--- config.mk ---
export PLATFORM = sky130hd
export DESIGN_NAME = source_text_tokenizer_unit_flat
export DESIGN_NICKNAME = d
export VERILOG_FILES = /design/src/hw/rtl/stt_pkg.sv /design/src/hw/rtl/stt_if.sv /design/src/hw/rtl/stt_lexer.sv /design/src/hw/rtl/stt_rsp_fifo.sv /design/src/hw/rtl/source_text_tokenizer_unit.sv /design/src/flat_wrapper.sv
export SDC_FILE = /design/constraint.sdc
export NUM_CORES = 1
export LEC_CHECK = 0
export BUFFER_PORTS_ARGS = -buffer_cell sky130_fd_sc_hd__buf_2
export CORE_ASPECT_RATIO = 1.75
export CORE_MARGIN = 5
export CORE_UTILIZATION = 50
export CTS_BUF_LIST = sky130_fd_sc_hd__clkbuf_2 sky130_fd_sc_hd__clkbuf_4 sky130_fd_sc_hd__clkbuf_8
export DETAILED_ROUTE_END_ITERATION = 10
export PLACE_DENSITY = 0.67
export SLEW_MARGIN = 10
export SYNTH_ARGS = -nofsm -noshare
export SYNTH_HDL_FRONTEND = slang
export SYNTH_SLANG_ARGS = --single-unit
--- constraint.sdc ---
create_clock -name clock -period 7.9 [get_ports clock]
set_input_delay 0.79 -clock clock [delete_from_list [all_inputs] [get_ports clock]]
set_output_delay 0.79 -clock clock [all_outputs]
set_load 0.05 [all_outputs]
--- src/hw/rtl/stt_pkg.sv ---
// Shared types, constants and keyword table for the source text tokenizer.
package stt_pkg;

   // Default counter widths
   localparam int DEF_OFFSET_BITS = 24;
   localparam int DEF_LINE_BITS   = 20;
   localparam int DEF_COLUMN_BITS = 16;
   localparam int DEF_LENGTH_BITS = 16;

   // Token kinds
   localparam logic [5:0] KIND_EOF           = 6'd0;
   localparam logic [5:0] KIND_ERROR         = 6'd1;
   localparam logic [5:0] KIND_COMMENT       = 6'd2;
   localparam logic [5:0] KIND_DOT           = 6'd3;
   localparam logic [5:0] KIND_COMMA         = 6'd4;
   localparam logic [5:0] KIND_LPAREN        = 6'd5;
   localparam logic [5:0] KIND_RPAREN        = 6'd6;
   localparam logic [5:0] KIND_LBRACKET      = 6'd7;
   localparam logic [5:0] KIND_RBRACKET      = 6'd8;
   localparam logic [5:0] KIND_PLUS          = 6'd9;
   localparam logic [5:0] KIND_MINUS         = 6'd10;
   localparam logic [5:0] KIND_STAR          = 6'd11;
   localparam logic [5:0] KIND_SLASH         = 6'd12;
   localparam logic [5:0] KIND_PERCENT       = 6'd13;
   localparam logic [5:0] KIND_EQUAL         = 6'd14;
   localparam logic [5:0] KIND_BANG_EQUAL    = 6'd16;
   localparam logic [5:0] KIND_LESS          = 6'd17;
   localparam logic [5:0] KIND_GREATER       = 6'd19;
   localparam logic [5:0] KIND_COLON         = 6'd21;
   localparam logic [5:0] KIND_CAP_NAME      = 6'd23;
   localparam logic [5:0] KIND_NAME          = 6'd24;
   localparam logic [5:0] KIND_STRING        = 6'd25;
   localparam logic [5:0] KIND_NUMBER        = 6'd26;
   localparam logic [5:0] KIND_KEYWORD_BASE  = 6'd27;

   // Error codes
   localparam logic [2:0] ERR_NONE         = 3'd0;
   localparam logic [2:0] ERR_UNEXPECTED   = 3'd1;
   localparam logic [2:0] ERR_BANG         = 3'd2;
   localparam logic [2:0] ERR_MULTI_POINT  = 3'd3;
   localparam logic [2:0] ERR_LEADING_ZERO = 3'd4;
   localparam logic [2:0] ERR_UNTERM_STR   = 3'd5;

   // Characters
   localparam logic [7:0] CH_NUL    = 8'h00;
   localparam logic [7:0] CH_TAB    = 8'h09;
   localparam logic [7:0] CH_LF     = 8'h0A;
   localparam logic [7:0] CH_CR     = 8'h0D;
   localparam logic [7:0] CH_SPACE  = 8'h20;
   localparam logic [7:0] CH_BANG   = 8'h21;
   localparam logic [7:0] CH_QUOTE  = 8'h22;
   localparam logic [7:0] CH_HASH   = 8'h23;
   localparam logic [7:0] CH_PCT    = 8'h25;
   localparam logic [7:0] CH_LPAR   = 8'h28;
   localparam logic [7:0] CH_RPAR   = 8'h29;
   localparam logic [7:0] CH_STAR   = 8'h2A;
   localparam logic [7:0] CH_PLUS   = 8'h2B;
   localparam logic [7:0] CH_COMMA  = 8'h2C;
   localparam logic [7:0] CH_MINUS  = 8'h2D;
   localparam logic [7:0] CH_DOT    = 8'h2E;
   localparam logic [7:0] CH_SLASH  = 8'h2F;
   localparam logic [7:0] CH_ZERO   = 8'h30;
   localparam logic [7:0] CH_NINE   = 8'h39;
   localparam logic [7:0] CH_COLON  = 8'h3A;
   localparam logic [7:0] CH_LESS   = 8'h3C;
   localparam logic [7:0] CH_EQUAL  = 8'h3D;
   localparam logic [7:0] CH_GREAT  = 8'h3E;
   localparam logic [7:0] CH_UP_A   = 8'h41;
   localparam logic [7:0] CH_UP_Z   = 8'h5A;
   localparam logic [7:0] CH_LBRK   = 8'h5B;
   localparam logic [7:0] CH_BSLASH = 8'h5C;
   localparam logic [7:0] CH_RBRK   = 8'h5D;
   localparam logic [7:0] CH_UNDER  = 8'h5F;
   localparam logic [7:0] CH_LO_A   = 8'h61;
   localparam logic [7:0] CH_LO_Z   = 8'h7A;

   // Keyword table, packed big-endian into the low bytes
   localparam int NUM_KEYWORDS = 15;
   localparam logic [63:0] KW_WORD [NUM_KEYWORDS] = '{
      64'h616E64,             // and
      64'h646566,             // def
      64'h656C7365,           // else
      64'h656E64,             // end
      64'h657874656E64,       // extend
      64'h66616C7365,         // false
      64'h666F72,             // for
      64'h6966,               // if
      64'h6D61746368,         // match
      64'h6E6F74,             // not
      64'h6F72,               // or
      64'h70726F746F636F6C,   // protocol
      64'h7265636F7264,       // record
      64'h74727565,           // true
      64'h7768696C65          // while
   };
   localparam logic [3:0] KW_LEN [NUM_KEYWORDS] = '{
      4'd3, 4'd3, 4'd4, 4'd3, 4'd6, 4'd5, 4'd3, 4'd2,
      4'd5, 4'd3, 4'd2, 4'd8, 4'd6, 4'd4, 4'd5
   };

   // Lexer mode
   typedef enum logic [7:0] {
      MODE_IDLE = 8'b0000_0001,
      MODE_NAME = 8'b0000_0010,
      MODE_CAP  = 8'b0000_0100,
      MODE_NUM  = 8'b0000_1000,
      MODE_STR  = 8'b0001_0000,
      MODE_COM  = 8'b0010_0000,
      MODE_OP   = 8'b0100_0000,
      MODE_DROP = 8'b1000_0000
   } lex_mode_type;

   // One result beat
   typedef struct packed {
      logic [5:0]  token_kind;
      logic [2:0]  error_code;
      logic [7:0]  bad_char;
      logic [23:0] start_offset;
      logic [15:0] token_length;
      logic [19:0] line_number;
      logic [15:0] column_number;
      logic        last;
   } rsp_type;

endpackage

--- src/hw/rtl/stt_if.sv ---
// Valid/ready channel interfaces for source bytes and tokens.
interface stt_req_if;
   logic       valid;
   logic       ready;
   logic [7:0] ch;
   modport source (output valid, output ch, input ready);
   modport sink (input valid, input ch, output ready);
endinterface

interface stt_rsp_if;
   logic        valid;
   logic        ready;
   logic [5:0]  token_kind;
   logic [2:0]  error_code;
   logic [7:0]  bad_char;
   logic [23:0] start_offset;
   logic [15:0] token_length;
   logic [19:0] line_number;
   logic [15:0] column_number;
   logic        last;
   modport source (output valid, output token_kind, output error_code, output bad_char,
                   output start_offset, output token_length, output line_number,
                   output column_number, output last, input ready);
   modport sink (input valid, input token_kind, input error_code, input bad_char,
                 input start_offset, input token_length, input line_number,
                 input column_number, input last, output ready);
endinterface

--- src/hw/rtl/stt_lexer.sv ---
// Lexer state registers and per-byte token decision logic.
module stt_lexer
   import stt_pkg::*;
#(
   parameter int OFFSET_BITS = DEF_OFFSET_BITS,
   parameter int LINE_BITS   = DEF_LINE_BITS,
   parameter int COLUMN_BITS = DEF_COLUMN_BITS,
   parameter int LENGTH_BITS = DEF_LENGTH_BITS
)(
   input  logic       clock,
   input  logic       reset,
   input  logic       accept,
   input  logic [7:0] ch,
   output rsp_type    res0,
   output rsp_type    res1,
   output logic [1:0] res_count
);

   lex_mode_type            mode_ff, mode_in;
   logic [OFFSET_BITS-1:0]  off_ff, off_in, ts_off_ff, ts_off_in;
   logic [LINE_BITS-1:0]    line_ff, line_in, ts_line_ff, ts_line_in;
   logic [COLUMN_BITS-1:0]  col_ff, col_in, ts_col_ff, ts_col_in;
   logic [LENGTH_BITS-1:0]  len_ff, len_in, len_sat, a_len;
   logic [63:0]             win_ff, win_in;
   logic                    point_ff, point_in, multi_ff, multi_in;
   logic                    bs_ff, bs_in, zero_ff, zero_in;
   logic [7:0]              pend_ff, pend_in;

   logic [OFFSET_BITS-1:0]  cons_off;
   logic [LINE_BITS-1:0]    cons_line;
   logic [COLUMN_BITS-1:0]  cons_col;
   logic                    is_space, is_ident, is_numeral, is_lower, is_upper;
   logic                    a_valid, b_valid, run_idle, do_consume;
   logic [5:0]              a_kind, b_kind, name_kind, one_kind;
   logic [2:0]              a_err, b_err;
   logic [7:0]              a_bad, b_bad;
   rsp_type                 res_a, res_b;

   // Classify the byte
   always_comb begin
      is_space   = (ch == CH_SPACE) || (ch == CH_TAB) || (ch == CH_CR) || (ch == CH_LF);
      is_numeral = (ch >= CH_ZERO) && (ch <= CH_NINE);
      is_lower   = (ch >= CH_LO_A) && (ch <= CH_LO_Z);
      is_upper   = (ch >= CH_UP_A) && (ch <= CH_UP_Z);
      is_ident   = is_numeral || is_lower || is_upper || (ch == CH_UNDER);
   end

   // Position counters after this byte, saturating
   always_comb begin
      cons_off = (off_ff == '1) ? off_ff : off_ff + 1'b1;
      len_sat  = (len_ff == '1) ? len_ff : len_ff + 1'b1;
      if (ch == CH_LF) begin
         cons_line = (line_ff == '1) ? line_ff : line_ff + 1'b1;
         cons_col  = '0;
      end else begin
         cons_line = line_ff;
         cons_col  = (col_ff == '1) ? col_ff : col_ff + 1'b1;
      end
   end

   // Match the finished name against the keyword table
   always_comb begin
      name_kind = KIND_NAME;
      for (int i = 0; i < NUM_KEYWORDS; i++) begin
         if ((len_ff == LENGTH_BITS'(KW_LEN[i])) && (win_ff == KW_WORD[i])) begin
            name_kind = KIND_KEYWORD_BASE + 6'(i);
         end
      end
      if (mode_ff == MODE_CAP) begin
         name_kind = KIND_CAP_NAME;
      end
   end

   // Single-character kind of the pending operator
   always_comb begin
      case (pend_ff)
         CH_EQUAL: one_kind = KIND_EQUAL;
         CH_LESS:  one_kind = KIND_LESS;
         CH_GREAT: one_kind = KIND_GREATER;
         default:  one_kind = KIND_COLON;
      endcase
   end

   // Next state and results
   always_comb begin
      mode_in    = mode_ff;
      off_in     = off_ff;
      line_in    = line_ff;
      col_in     = col_ff;
      ts_off_in  = ts_off_ff;
      ts_line_in = ts_line_ff;
      ts_col_in  = ts_col_ff;
      len_in     = len_ff;
      win_in     = win_ff;
      point_in   = point_ff;
      multi_in   = multi_ff;
      bs_in      = bs_ff;
      zero_in    = zero_ff;
      pend_in    = pend_ff;
      a_valid    = 1'b0;
      a_kind     = KIND_EOF;
      a_err      = ERR_NONE;
      a_bad      = 8'd0;
      a_len      = len_ff;
      b_valid    = 1'b0;
      b_kind     = KIND_EOF;
      b_err      = ERR_NONE;
      b_bad      = 8'd0;
      run_idle   = 1'b0;
      do_consume = 1'b0;

      // Continue the token in progress
      case (mode_ff)
         MODE_NAME, MODE_CAP: begin
            if (is_ident) begin
               do_consume = 1'b1;
               len_in     = len_sat;
               win_in     = {win_ff[55:0], ch};
            end else begin
               a_valid  = 1'b1;
               a_kind   = name_kind;
               run_idle = 1'b1;
            end
         end
         MODE_NUM: begin
            if (is_numeral || (ch == CH_DOT)) begin
               if (ch == CH_DOT) begin
                  multi_in = multi_ff | point_ff;
                  point_in = 1'b1;
               end
               do_consume = 1'b1;
               len_in     = len_sat;
            end else begin
               a_valid  = 1'b1;
               run_idle = 1'b1;
               if (zero_ff && (len_ff > LENGTH_BITS'(1))) begin
                  a_kind = KIND_ERROR;
                  a_err  = ERR_LEADING_ZERO;
               end else if (multi_ff) begin
                  a_kind = KIND_ERROR;
                  a_err  = ERR_MULTI_POINT;
               end else begin
                  a_kind = KIND_NUMBER;
               end
            end
         end
         MODE_STR: begin
            if (ch == CH_NUL) begin
               a_valid  = 1'b1;
               a_kind   = KIND_ERROR;
               a_err    = ERR_UNTERM_STR;
               run_idle = 1'b1;
            end else begin
               do_consume = 1'b1;
               len_in     = len_sat;
               if ((ch == CH_QUOTE) && !bs_ff) begin
                  mode_in = MODE_IDLE;
                  a_valid = 1'b1;
                  a_kind  = KIND_STRING;
                  a_len   = len_sat;
               end else begin
                  bs_in = (ch == CH_BSLASH);
               end
            end
         end
         MODE_COM: begin
            if ((ch != CH_LF) && (ch != CH_NUL)) begin
               do_consume = 1'b1;
               len_in     = len_sat;
            end else begin
               a_valid  = 1'b1;
               a_kind   = KIND_COMMENT;
               run_idle = 1'b1;
            end
         end
         MODE_OP: begin
            if (ch == CH_EQUAL) begin
               do_consume = 1'b1;
               len_in     = LENGTH_BITS'(2);
               a_len      = LENGTH_BITS'(2);
               mode_in    = MODE_IDLE;
               a_valid    = 1'b1;
               a_kind     = (pend_ff == CH_BANG) ? KIND_BANG_EQUAL : one_kind + 6'd1;
            end else if (pend_ff == CH_BANG) begin
               a_valid = 1'b1;
               a_kind  = KIND_ERROR;
               a_err   = ERR_BANG;
               a_bad   = ch;
               if (ch == CH_NUL) begin
                  run_idle = 1'b1;
               end else begin
                  do_consume = 1'b1;
                  mode_in    = is_space ? MODE_DROP : MODE_IDLE;
               end
            end else begin
               a_valid  = 1'b1;
               a_kind   = one_kind;
               run_idle = 1'b1;
            end
         end
         MODE_DROP: begin
            if (ch == CH_NUL) begin
               run_idle = 1'b1;
            end else begin
               do_consume = 1'b1;
               if (!is_space) begin
                  mode_in = MODE_IDLE;
               end
            end
         end
         default: begin
            run_idle = 1'b1;
         end
      endcase

      // Advance positions for a consumed byte
      if (do_consume || run_idle) begin
         off_in  = cons_off;
         line_in = cons_line;
         col_in  = cons_col;
      end

      // Start a new token from idle
      if (run_idle) begin
         mode_in = MODE_IDLE;
         if (!is_space) begin
            ts_off_in  = off_ff;
            ts_line_in = cons_line;
            ts_col_in  = cons_col;
            len_in     = LENGTH_BITS'(1);
            if (is_lower || (ch == CH_UNDER)) begin
               mode_in = MODE_NAME;
               win_in  = 64'(ch);
            end else if (is_upper) begin
               mode_in = MODE_CAP;
               win_in  = 64'(ch);
            end else if (is_numeral) begin
               mode_in  = MODE_NUM;
               point_in = 1'b0;
               multi_in = 1'b0;
               zero_in  = (ch == CH_ZERO);
            end else begin
               case (ch)
                  CH_DOT:   begin b_valid = 1'b1; b_kind = KIND_DOT;      end
                  CH_COMMA: begin b_valid = 1'b1; b_kind = KIND_COMMA;    end
                  CH_LPAR:  begin b_valid = 1'b1; b_kind = KIND_LPAREN;   end
                  CH_RPAR:  begin b_valid = 1'b1; b_kind = KIND_RPAREN;   end
                  CH_LBRK:  begin b_valid = 1'b1; b_kind = KIND_LBRACKET; end
                  CH_RBRK:  begin b_valid = 1'b1; b_kind = KIND_RBRACKET; end
                  CH_PLUS:  begin b_valid = 1'b1; b_kind = KIND_PLUS;     end
                  CH_MINUS: begin b_valid = 1'b1; b_kind = KIND_MINUS;    end
                  CH_STAR:  begin b_valid = 1'b1; b_kind = KIND_STAR;     end
                  CH_SLASH: begin b_valid = 1'b1; b_kind = KIND_SLASH;    end
                  CH_PCT:   begin b_valid = 1'b1; b_kind = KIND_PERCENT;  end
                  CH_EQUAL, CH_BANG, CH_LESS, CH_GREAT, CH_COLON: begin
                     mode_in = MODE_OP;
                     pend_in = ch;
                  end
                  CH_QUOTE: begin
                     mode_in = MODE_STR;
                     bs_in   = 1'b0;
                  end
                  CH_HASH: begin
                     mode_in = MODE_COM;
                  end
                  CH_NUL: begin
                     b_valid = 1'b1;
                     b_kind  = KIND_EOF;
                  end
                  default: begin
                     b_valid = 1'b1;
                     b_kind  = KIND_ERROR;
                     b_err   = ERR_UNEXPECTED;
                     b_bad   = ch;
                  end
               endcase
            end
         end
      end

      // Build results before end of text clears the state
      res_a = '{a_kind, a_err, a_bad, 24'(ts_off_ff), 16'(a_len), 20'(ts_line_ff),
                16'(ts_col_ff), 1'b0};
      res_b = '{b_kind, b_err, b_bad, 24'(ts_off_in), 16'(len_in), 20'(ts_line_in),
                16'(ts_col_in), 1'b1};

      // Restart after end of text
      if (run_idle && (ch == CH_NUL)) begin
         mode_in    = MODE_IDLE;
         off_in     = '0;
         line_in    = LINE_BITS'(1);
         col_in     = '0;
         ts_off_in  = '0;
         ts_line_in = LINE_BITS'(1);
         ts_col_in  = '0;
         len_in     = '0;
         win_in     = '0;
         point_in   = 1'b0;
         multi_in   = 1'b0;
         bs_in      = 1'b0;
         zero_in    = 1'b0;
         pend_in    = 8'd0;
      end
   end

   // Order the results, last flag on the final one
   always_comb begin
      res_count = {1'b0, accept & a_valid} + {1'b0, accept & b_valid};
      res1      = res_b;
      if (a_valid) begin
         res0      = res_a;
         res0.last = !b_valid;
      end else begin
         res0 = res_b;
      end
   end

   // Hold lexer state, update on each accepted beat
   always_ff @(posedge clock) begin
      if (reset) begin
         mode_ff    <= MODE_IDLE;
         off_ff     <= '0;
         line_ff    <= LINE_BITS'(1);
         col_ff     <= '0;
         ts_off_ff  <= '0;
         ts_line_ff <= LINE_BITS'(1);
         ts_col_ff  <= '0;
         len_ff     <= '0;
         win_ff     <= '0;
         point_ff   <= 1'b0;
         multi_ff   <= 1'b0;
         bs_ff      <= 1'b0;
         zero_ff    <= 1'b0;
         pend_ff    <= 8'd0;
      end else if (accept) begin
         mode_ff    <= mode_in;
         off_ff     <= off_in;
         line_ff    <= line_in;
         col_ff     <= col_in;
         ts_off_ff  <= ts_off_in;
         ts_line_ff <= ts_line_in;
         ts_col_ff  <= ts_col_in;
         len_ff     <= len_in;
         win_ff     <= win_in;
         point_ff   <= point_in;
         multi_ff   <= multi_in;
         bs_ff      <= bs_in;
         zero_ff    <= zero_in;
         pend_ff    <= pend_in;
      end
   end

   // End of text always returns to idle, offset and column cleared, line reset to 1
   a_eof_restart: assert property (@(posedge clock) disable iff (reset)
      (accept && (ch == CH_NUL)) |=> (mode_ff == MODE_IDLE) && (off_ff == '0))
      else $error("lexer did not restart after end of text");

   // A string closes only on an unescaped quote
   a_str_close: assert property (@(posedge clock) disable iff (reset)
      (accept && (mode_ff == MODE_STR) && bs_ff && (ch == CH_QUOTE)) |=> (mode_ff == MODE_STR))
      else $error("escaped quote closed a string");

   // Name tokens always carry a nonzero length
   a_name_len: assert property (@(posedge clock) disable iff (reset)
      ((mode_ff == MODE_NAME) || (mode_ff == MODE_CAP)) |-> (len_ff != '0))
      else $error("name token with zero length");

endmodule

--- src/hw/rtl/stt_rsp_fifo.sv ---
// Four-entry result queue taking up to two beats per cycle.
module stt_rsp_fifo
   import stt_pkg::*;
(
   input  logic       clock,
   input  logic       reset,
   input  logic [1:0] push_count,
   input  rsp_type    push0,
   input  rsp_type    push1,
   output logic       room,
   output logic       head_valid,
   output rsp_type    head,
   input  logic       pop
);

   localparam int DEPTH = 4;

   rsp_type    mem_ff [DEPTH];
   logic [1:0] wr_ff, wr_in, rd_ff, rd_in;
   logic [2:0] count_ff, count_in;

   // Report space for a full two-beat push
   always_comb begin
      room       = (count_ff <= 3'(DEPTH - 2));
      head_valid = (count_ff != 3'd0);
      head       = mem_ff[rd_ff];
      wr_in      = wr_ff + push_count;
      rd_in      = rd_ff + {1'b0, pop};
      count_in   = count_ff + {1'b0, push_count} - {2'b00, pop};
   end

   // Store pushed beats
   always_ff @(posedge clock) begin
      if (push_count != 2'd0) begin
         mem_ff[wr_ff] <= push0;
      end
      if (push_count == 2'd2) begin
         mem_ff[wr_ff + 2'd1] <= push1;
      end
   end

   // Advance pointers
   always_ff @(posedge clock) begin
      if (reset) begin
         wr_ff    <= 2'd0;
         rd_ff    <= 2'd0;
         count_ff <= 3'd0;
      end else begin
         wr_ff    <= wr_in;
         rd_ff    <= rd_in;
         count_ff <= count_in;
      end
   end

   a_no_overflow: assert property (@(posedge clock) disable iff (reset)
      count_ff <= 3'(DEPTH))
      else $error("result queue overflow");

   a_push_room: assert property (@(posedge clock) disable iff (reset)
      (push_count != 2'd0) |-> room)
      else $error("push without room");

   a_pop_valid: assert property (@(posedge clock) disable iff (reset)
      pop |-> head_valid)
      else $error("pop from empty queue");

endmodule

--- src/hw/rtl/source_text_tokenizer_unit.sv ---
// Source text tokenizer: one byte in, up to two tokens out per byte.
// Each token is written into the result queue when the byte that ends it is accepted.
// Throughput: one byte per cycle while the result queue has room; a byte ending
//   two tokens yields two beats, sent on the one-beat-per-cycle result port.
// Input is taken while the four-entry result queue has room for two beats.
// Synchronous reset returns to idle, line 1, column 0, offset 0, queue empty.
module source_text_tokenizer_unit
   import stt_pkg::*;
#(
   parameter int OFFSET_BITS = DEF_OFFSET_BITS,
   parameter int LINE_BITS   = DEF_LINE_BITS,
   parameter int COLUMN_BITS = DEF_COLUMN_BITS,
   parameter int LENGTH_BITS = DEF_LENGTH_BITS
)(
   input logic       clock,
   input logic       reset,
   stt_req_if.sink   req_port,
   stt_rsp_if.source rsp_port
);

   logic       accept, room, head_valid;
   logic [1:0] res_count;
   rsp_type    res0, res1, head;

   assign req_port.ready = room;
   assign accept         = req_port.valid && room;

   stt_lexer #(
      .OFFSET_BITS (OFFSET_BITS),
      .LINE_BITS   (LINE_BITS),
      .COLUMN_BITS (COLUMN_BITS),
      .LENGTH_BITS (LENGTH_BITS)
   ) u_lexer (
      .clock     (clock),
      .reset     (reset),
      .accept    (accept),
      .ch        (req_port.ch),
      .res0      (res0),
      .res1      (res1),
      .res_count (res_count)
   );

   stt_rsp_fifo u_fifo (
      .clock      (clock),
      .reset      (reset),
      .push_count (res_count),
      .push0      (res0),
      .push1      (res1),
      .room       (room),
      .head_valid (head_valid),
      .head       (head),
      .pop        (head_valid && rsp_port.ready)
   );

   // Drive the result beat
   assign rsp_port.valid         = head_valid;
   assign rsp_port.token_kind    = head.token_kind;
   assign rsp_port.error_code    = head.error_code;
   assign rsp_port.bad_char      = head.bad_char;
   assign rsp_port.start_offset  = head.start_offset;
   assign rsp_port.token_length  = head.token_length;
   assign rsp_port.line_number   = head.line_number;
   assign rsp_port.column_number = head.column_number;
   assign rsp_port.last          = head.last;

endmodule
--- src/flat_wrapper.sv ---
// flat-port wrapper written by rule: the top's interface ports become plain ports
module source_text_tokenizer_unit_flat import stt_pkg::*;
#(
   parameter int OFFSET_BITS = DEF_OFFSET_BITS,
   parameter int LINE_BITS   = DEF_LINE_BITS,
   parameter int COLUMN_BITS = DEF_COLUMN_BITS,
   parameter int LENGTH_BITS = DEF_LENGTH_BITS
)
  (clock, reset, req_port_valid, req_port_ch, req_port_ready, rsp_port_valid, rsp_port_token_kind, rsp_port_error_code, rsp_port_bad_char, rsp_port_start_offset, rsp_port_token_length, rsp_port_line_number, rsp_port_column_number, rsp_port_last, rsp_port_ready);
  stt_req_if req_port_i ();
  stt_rsp_if rsp_port_i ();
  input logic clock;
  input logic reset;
  input wire logic [$bits(req_port_i.valid)-1:0] req_port_valid;
  input wire logic [$bits(req_port_i.ch)-1:0] req_port_ch;
  output wire logic [$bits(req_port_i.ready)-1:0] req_port_ready;
  output wire logic [$bits(rsp_port_i.valid)-1:0] rsp_port_valid;
  output wire logic [$bits(rsp_port_i.token_kind)-1:0] rsp_port_token_kind;
  output wire logic [$bits(rsp_port_i.error_code)-1:0] rsp_port_error_code;
  output wire logic [$bits(rsp_port_i.bad_char)-1:0] rsp_port_bad_char;
  output wire logic [$bits(rsp_port_i.start_offset)-1:0] rsp_port_start_offset;
  output wire logic [$bits(rsp_port_i.token_length)-1:0] rsp_port_token_length;
  output wire logic [$bits(rsp_port_i.line_number)-1:0] rsp_port_line_number;
  output wire logic [$bits(rsp_port_i.column_number)-1:0] rsp_port_column_number;
  output wire logic [$bits(rsp_port_i.last)-1:0] rsp_port_last;
  input wire logic [$bits(rsp_port_i.ready)-1:0] rsp_port_ready;
  assign req_port_i.valid = req_port_valid;
  assign req_port_i.ch = req_port_ch;
  assign req_port_ready = req_port_i.ready;
  assign rsp_port_valid = rsp_port_i.valid;
  assign rsp_port_token_kind = rsp_port_i.token_kind;
  assign rsp_port_error_code = rsp_port_i.error_code;
  assign rsp_port_bad_char = rsp_port_i.bad_char;
  assign rsp_port_start_offset = rsp_port_i.start_offset;
  assign rsp_port_token_length = rsp_port_i.token_length;
  assign rsp_port_line_number = rsp_port_i.line_number;
  assign rsp_port_column_number = rsp_port_i.column_number;
  assign rsp_port_last = rsp_port_i.last;
  assign rsp_port_i.ready = rsp_port_ready;
  source_text_tokenizer_unit #(.OFFSET_BITS(OFFSET_BITS), .LINE_BITS(LINE_BITS), .COLUMN_BITS(COLUMN_BITS), .LENGTH_BITS(LENGTH_BITS)) u_core (.clock(clock), .reset(reset), .req_port(req_port_i), .rsp_port(rsp_port_i));
endmodule
==> results of run 1 <==
## layout make-up
type / instances / share of cell area
antenna: 2 / 0.000151
clock buffer: 127 / 0.0472
clock inverter: 32 / 0.00738
inverter: 21 / 0.00269
multi-input combinational: 1997 / 0.410
sequential: 603 / 0.473
tap: 786 / 0.0298
timing repair buffer: 157 / 0.0294
## per-layer routing
layer	share of wire	vias to the layer above	track usage
met5	0	-	0
met4	0.059	0	0.158
met3	0.064	312	0.0450
met2	0.52	1082	0.513
met1	0.35	12200	0.319
li1	-	11000	-
## where the power goes
part	total [uW]	switching, uW	internal (uW)
Sequential	3660	154	3510
Combinational	2220	1600	622
Clock	2600	1250	1350
## metrics by stage
step	total power (uW)	area, um2	util	hold slack (ps)
after floorplan	5330	30100	-	420
after global routing	8770	33000	0.552	475
after CTS	8540	33000	0.551	459
after global placement	5940	31200	0.521	431
after detailed placement	5970	31200	0.521	441
final	8480	33000	0.552	459
## worst paths after layout
| check | startpoint | end | slack, ps | cells past startpoint |
|---|---|---|---|---|
| setup reg to reg | u_core.u_lexer.mode_ff[2] | u_core.u_fifo.mem_ff[1][34] | 2440 | 13 |
| hold / removal | u_core.u_fifo.mem_ff[2][92] | u_core.u_fifo.mem_ff[2][92] | 460 | 2 |
| setup / recovery | req_port_ch[4] | u_core.u_fifo.mem_ff[1][34] | 2310 | 14 |
| hold reg to reg | u_core.u_fifo.mem_ff[2][92] | u_core.u_fifo.mem_ff[2][92] | 460 | 2 |
## kinds of logic (layout without fill, tap and decap cells)
logic type	Yosys count	in the layout	share of synthesized area
simple gates	1008	1008	0.169
other cells	0	2	0
xor+xnor	51	51	0.0149
compound gates	794	794	0.175
fa+ha+maj	16	16	0.00691
mux	128	128	0.0818
flops	603	603	0.520
buf+inv	246	337	0.0325
## state kept, by name (all words and copies together) (netlist names), 2 cells and up
signal	flops
u_core.u_fifo.mem_ff	376
u_core.u_lexer.win_ff	64
u_core.u_lexer.off_ff	24
u_core.u_lexer.ts_off_ff	24
u_core.u_lexer.line_ff	20
u_core.u_lexer.ts_line_ff	20
u_core.u_lexer.col_ff	16
u_core.u_lexer.len_ff	16
u_core.u_lexer.ts_col_ff	16
u_core.u_lexer.mode_ff	8
u_core.u_lexer.pend_ff	8
u_core.u_fifo.count_ff	3
u_core.u_fifo.rd_ff	2
u_core.u_fifo.wr_ff	2
## cell usage in the layout, fill, tap and decap left out, types with 30 or more instances in the layout
cell type,Yosys,routed
a22oi_1,49,49
mux4_2,94,94
o21ai_0,257,257
nor2b_1,40,40
nor4_1,35,34
nand3_1,66,66
nand4_1,50,50
o22ai_1,75,75
nand2_1,306,306
nor2_1,237,232
nor3_1,76,76
mux2i_1,31,31
buf_2,31,106
clkbuf_4,0,30
dfxtp_1,247,245
clkbuf_8,0,97
edfxtp_1,356,356
a22o_1,159,159
a21oi_1,116,116
buf_4,2,47
## worst max-delay path, delay by kind of cell
kind	cells	cell delay [ps]
and+or+nand+nor	6	2920
AOI/OAI and AO/OA	2	510
adders and majority gates	1	220
buffers and inverters	5	1420
==> flow_metrics.py, run 1 <==
metrics = {
    "status": {
        "status": "completed",
    },
    "floorplan": {
        "die_h_um": 334,
        "start_util": 0.502,
        "chipWidth_um": 195,
        "die_area_mm2": 0.0654,
        "core-area_mm2": 0.0599,
        "fp-row-count": 119,
        "io_pins": 108,
    },
    "yosys": {
        "synth_top_area_share": 0.355,
        "ys.flop_type": "edfxtp_1",
        "synth_seq_area_share": 0.520,
        "yosys_warnings": 0,
        "syn_avg_cell_area_um2": 10.6,
        "synth_enable_flop_cells": 356,
        "synth_common_cells": "edfxtp_1, nand2_1, o21ai_0",
        "yosys.area.top_type": "edfxtp_1",
        "syn_area_mm2": 0.0301,
        "synth-seq-cells": 603,
        "synth.most_common_cell": "edfxtp_1",
        "synth_cell_type_count": 87,
        "synth_area_leaders": "edfxtp_1, dfxtp_1, mux4_2",
        "postSynth.asyncResetShare": 0,
        "synth_nets": 2874,
        "netlist_instances": 2846,
    },
    "setup_path": {
        "worst_path_max_delay_cell": "or4_1",
        "critPathMaxFanout": 48,
        "cp.arrival_ps": 5930,
        "crit_top_cell": "inv_1",
        "endpoint_kind": "register",
        "worstSetupPathType": "in2reg",
        "cp-start-kind": "primary input",
        "critPathMaxStageDelay_ps": 780,
        "path_cells": "buf_2 > or4_4 > or4_1 > o22a_2 > nand4_4 > o211ai_4 > or3_1 > inv_1 > ha_1 > inv_1 > nor3_1 > nor2_1 > inv_4 > buf_12",
        "cp.required_ps": 8250,
    },
    "global_routing": {
        "grt_start_max_net_pins": 65,
        "grt_pass1_wl_um": 146000,
        "gr-total-overflow": 0,
        "first_global_vias": 24700,
        "track_usage": 0.285,
        "antenna_found_initial": 1,
    },
    "timing": {
        "fin_crit_sh": 0.707,
        "setup_viol": 0,
        "worstMarginPinSlew_ps": 1260,
        "drv_slew": 0,
        "rsz0062_at_grt": "false",
        "finalHoldViolations": 0,
        "skew_ps": 36.6,
        "fmax_mhz": 179,
        "worst_slack_ps": 2310,
        "setup_tns_ps": 0,
        "slew_headroom": 0.157,
        "period_minus_slack_ps": 5590,
    },
    "cts": {
        "cts_tree": "built",
        "ctsLongestPathBuffers": 3,
        "cts.reportedPaths.clkPinSlew_ps": 60,
        "cts_made_buffers": 87,
        "clockRootBuffer": "clkbuf_8",
        "cts_setup_buffers": 0,
        "worstSkewPairLatency_ps": 700,
        "clock_sinks": 603,
        "cts.htree.levels": 3,
        "cts_resized": 0,
        "holdBufCountCts": 0,
    },
    "drt": {
        "drt-pass1-iter-count": 6,
        "dr.first_iter.drc_count": 2178,
        "vias": 24500,
        "wirelength_um": 95700,
        "vias_per_cell": 6.58,
        "ant_nets": 0,
        "wl_per_cell_um": 25.7,
        "drc": 0,
    },
    "placement": {
        "place.gp.congestion": 0.993,
        "pre_cts_ws_ps": 1590,
        "post-dp-hpwl_um": 61600,
        "dp.cells": 3563,
        "port-buffer-count": 107,
    },
    "power": {
        "cellPowerDensity_mw_per_mm2": 257,
        "leakagePower_uw": 0.0111,
        "ir_drop_mv": 0.262,
    },
    "layout": {
        "syn2layout_area_growth_pct": 9.85,
        "drive_gt1_frac": 0.155,
        "stdcell_count": 3725,
        "nets": 2895,
        "fillers": 5301,
        "multi_input_area_mm2": 0.0135,
        "area.sequential_mm2": 0.0156,
    },
    "job": {
        "max_cap_violations": 0,
    },
    "min_path": {
        "min_path_type": "reg2reg",
    },
}
(Power assumes the default switching activity.)
==> run 2: changes to the inputs <==
Settings changed: ABC_AREA set to 1, PLACE_DENSITY 0.67 to 0.69.
Clock period 7.9 ns to 4.95 ns, I/O delays scaled along.
==> flow_metrics.py, run 2 <==
metrics = {
    "status": {
        "status": "completed",
    },
    "cts": {
        "cts.reportedPaths.clkPinSlew_ps": 70,
        "clock_sinks": 603,
        "cts.htree.levels": 3,
        "worstSkewPairLatency_ps": 790,
        "clockRootBuffer": "clkbuf_8",
        "ctsLongestPathBuffers": 3,
        "cts_setup_buffers": 0,
        "cts_resized": 0,
        "cts_made_buffers": 88,
        "cts_tree": "built",
        "holdBufCountCts": 0,
    },
    "min_path": {
        "min_path_type": "in2reg",
        "min-delay-start": "req_port_ch[5]",
        "hold_path_depth": 3,
    },
    "setup_path": {
        "reg2reg_depth": 14,
        "cp-start-kind": "register",
        "endpoint_kind": "register",
        "r2r_start": "u_core.u_lexer.mode_ff[5]",
        "worstSetupPathType": "reg2reg",
        "ff2ff_setup_slack_ps": 940,
        "r2r_end": "u_core.u_fifo.mem_ff[3][42]",
        "critPathMaxFanout": 32,
        "crit_start": "u_core.u_lexer.mode_ff[5]",
        "cp.required_ps": 5580,
        "worstSetupEndpoint": "u_core.u_fifo.mem_ff[3][42]",
        "cp.arrival_ps": 4650,
    },
    "global_routing": {
        "first_global_vias": 34400,
        "gr-total-overflow": 0,
        "antenna_found_initial": 3,
        "grt_pass1_wl_um": 189000,
        "track_usage": 0.305,
        "grt_start_max_net_pins": 190,
    },
    "timing": {
        "rsz0062_at_grt": "false",
        "period_minus_slack_ps": 4010,
        "finalHoldViolations": 0,
        "drv_slew": 0,
        "slew_headroom": 0.290,
        "setup_tns_ps": 0,
        "fin_crit_sh": 0.811,
        "skew_ps": 44.9,
        "setup_viol": 0,
        "worst_slack_ps": 936,
        "fmax_mhz": 249,
        "worstMarginPinSlew_ps": 1060,
    },
    "placement": {
        "placed_area_mm2": 0.0377,
        "dp.cells": 5861,
        "post-dp-hpwl_um": 77000,
        "pre_cts_ws_ps": 831,
        "port-buffer-count": 107,
        "place.gp.congestion": 1.00,
    },
    "layout": {
        "fin_area_mm2": 0.0396,
        "final_cell_mix": "nand2_1, nand3_1, nor2_1",
        "largest_reg_flops": 376,
        "syn2layout_area_growth_pct": 9.18,
        "regMostFlops": "u_core.u_fifo.mem_ff",
        "nets": 5055,
        "largestRegisters": "u_core.u_fifo.mem_ff (376), u_core.u_lexer.win_ff (64)",
        "drive_gt1_frac": 0.103,
        "utilization": 0.550,
        "stdcell_count": 6029,
        "layout_commonest_cell": "nand2_1",
    },
    "power": {
        "ir_drop_mv": 0.482,
        "cellPowerDensity_mw_per_mm2": 398,
        "p_sw_frac": 0.430,
        "switchingPower_uw": 6770,
        "combPwrFrac": 0.361,
        "leakagePower_uw": 0.0160,
        "p_seq_frac": 0.365,
        "pwr-share-clk": 0.274,
        "cell_internal_pwr_uw": 8970,
    },
    "yosys": {
        "synth-seq-cells": 603,
        "synth_area_leaders": "edfxtp_1, nand2_1, dfxtp_1",
        "synthAdderAreaFrac": 0.00573,
        "yosys.area_share.simple": 0.331,
        "synth_top_area_share": 0.295,
        "synth_seq_area_share": 0.431,
        "synth-xor-area-share": 0.00628,
        "yosys_warnings": 0,
        "synth-compound-area-share": 0.149,
        "syn_avg_cell_area_um2": 7.16,
        "synth_nets": 5089,
        "synth_enable_flop_cells": 356,
        "synth_top_family_by_area": "simple AND/OR/NAND/NOR gates",
        "synth_common_cells": "nand2_1, nand3_1, nor2_1",
        "netlist_instances": 5061,
        "synth_mux_area_frac": 0,
        "synth_cell_type_count": 56,
        "yosys.area.top_type": "edfxtp_1",
        "syn_area_mm2": 0.0362,
        "synth.most_common_cell": "nand2_1",
        "postSynth.asyncResetShare": 0,
        "ys.flop_type": "edfxtp_1",
    },
    "floorplan": {
        "chipWidth_um": 214,
        "die_h_um": 366,
        "start_util": 0.504,
        "die_area_mm2": 0.0782,
        "core-area_mm2": 0.0719,
        "io_pins": 108,
        "fp-row-count": 130,
    },
    "drt": {
        "dr.first_iter.drc_count": 3046,
        "vias": 36100,
        "drc": 0,
        "wl_per_cell_um": 20.3,
        "vias_per_cell": 5.99,
        "ant_nets": 0,
        "wirelength_um": 122000,
        "drt-pass1-iter-count": 5,
    },
    "job": {
        "max_cap_violations": 0,
    },
}
[run 2: cell count changes after synthesis, moves of 94 or more]
cell and delta:
a22o_1 -159, mux4_2 -94, inv_1 +316, a21oi_1 +116, o21ai_0 +154, nor2_1 +239
nand2_1 +1092, nand3_1 +532, nand4_1 +95
[run 2: power groups by stage]
stage / Combinational (uW) / Clock [uW] / Sequential (uW)
final: 5690 / 4310 / 5740
after global placement: 5640 / 0 / 5840
after detailed placement: 5680 / 0 / 5840
after CTS: 5690 / 4390 / 5730
after floorplan: 4070 / 0 / 5780
after global routing: 6050 / 4600 / 5760
[run 2: metrics by stage]
| step | total power, uW | hold slack, ps |
|---|---|---|
| global route | 16400 | 129 |
| finish | 15700 | 162 |
| CTS | 15800 | 99.0 |
| floorplan | 9850 | 419 |
| global placement | 11500 | 428 |
| detailed placement | 11500 | 440 |
[run 2: cell type report]
| type | count | area [um2] |
|---|---|---|
| Fill cell | 6962 | 32300 |
| Multi-Input combinational cell | 3752 | 17900 |
| Sequential cell | 603 | 15600 |
| Clock buffer | 123 | 1540 |
| Timing Repair Buffer | 195 | 1500 |
| Inverter | 387 | 1470 |
| Tap cell | 924 | 1160 |
| Clock inverter | 42 | 340 |
| Antenna cell | 3 | 7.51 |
[run 2: worst min path at each step]
stage                                      endpoint  slack, ps
after global routing      u_core.u_lexer.pend_ff[5]        130
after detailed placement  u_core.u_lexer.pend_ff[7]        440
after floorplan           u_core.u_lexer.pend_ff[6]        420
final                     u_core.u_lexer.pend_ff[5]        160
after global placement    u_core.u_lexer.pend_ff[6]        430
after CTS                 u_core.u_lexer.pend_ff[1]        100
[run 2: critical path, stage by stage, from the launching register on]
cell	delay, ps
dfxtp_1	340
nor2_1	190
nand2_1	150
nor4_2	720
nand3_1	280
nand4_1	240
nor2_4	80
nor2_1	140
ha_1	210
nand2_1	140
nor2_4	110
buf_4	410
buf_4	550
nand4_1	160
nand2_1	110
[run 2: kinds of logic (layout without fill, tap and decap cells)]
logic type / count (synthesis) / count (layout)
other: 0 / 3
XOR/XNOR: 26 / 26
adder cells (fa/ha/maj): 16 / 16
flip-flops: 603 / 603
buffers and inverters: 706 / 747
AND/OR/NAND/NOR: 2776 / 2776
AO/OA/AOI/OAI: 934 / 934
[run 2: metal layers]
metal,wire [um],GRT usage
met1,43800,0.343
met5,0,0
met4,7380,0.177
met3,9180,0.0486
met2,62000,0.537
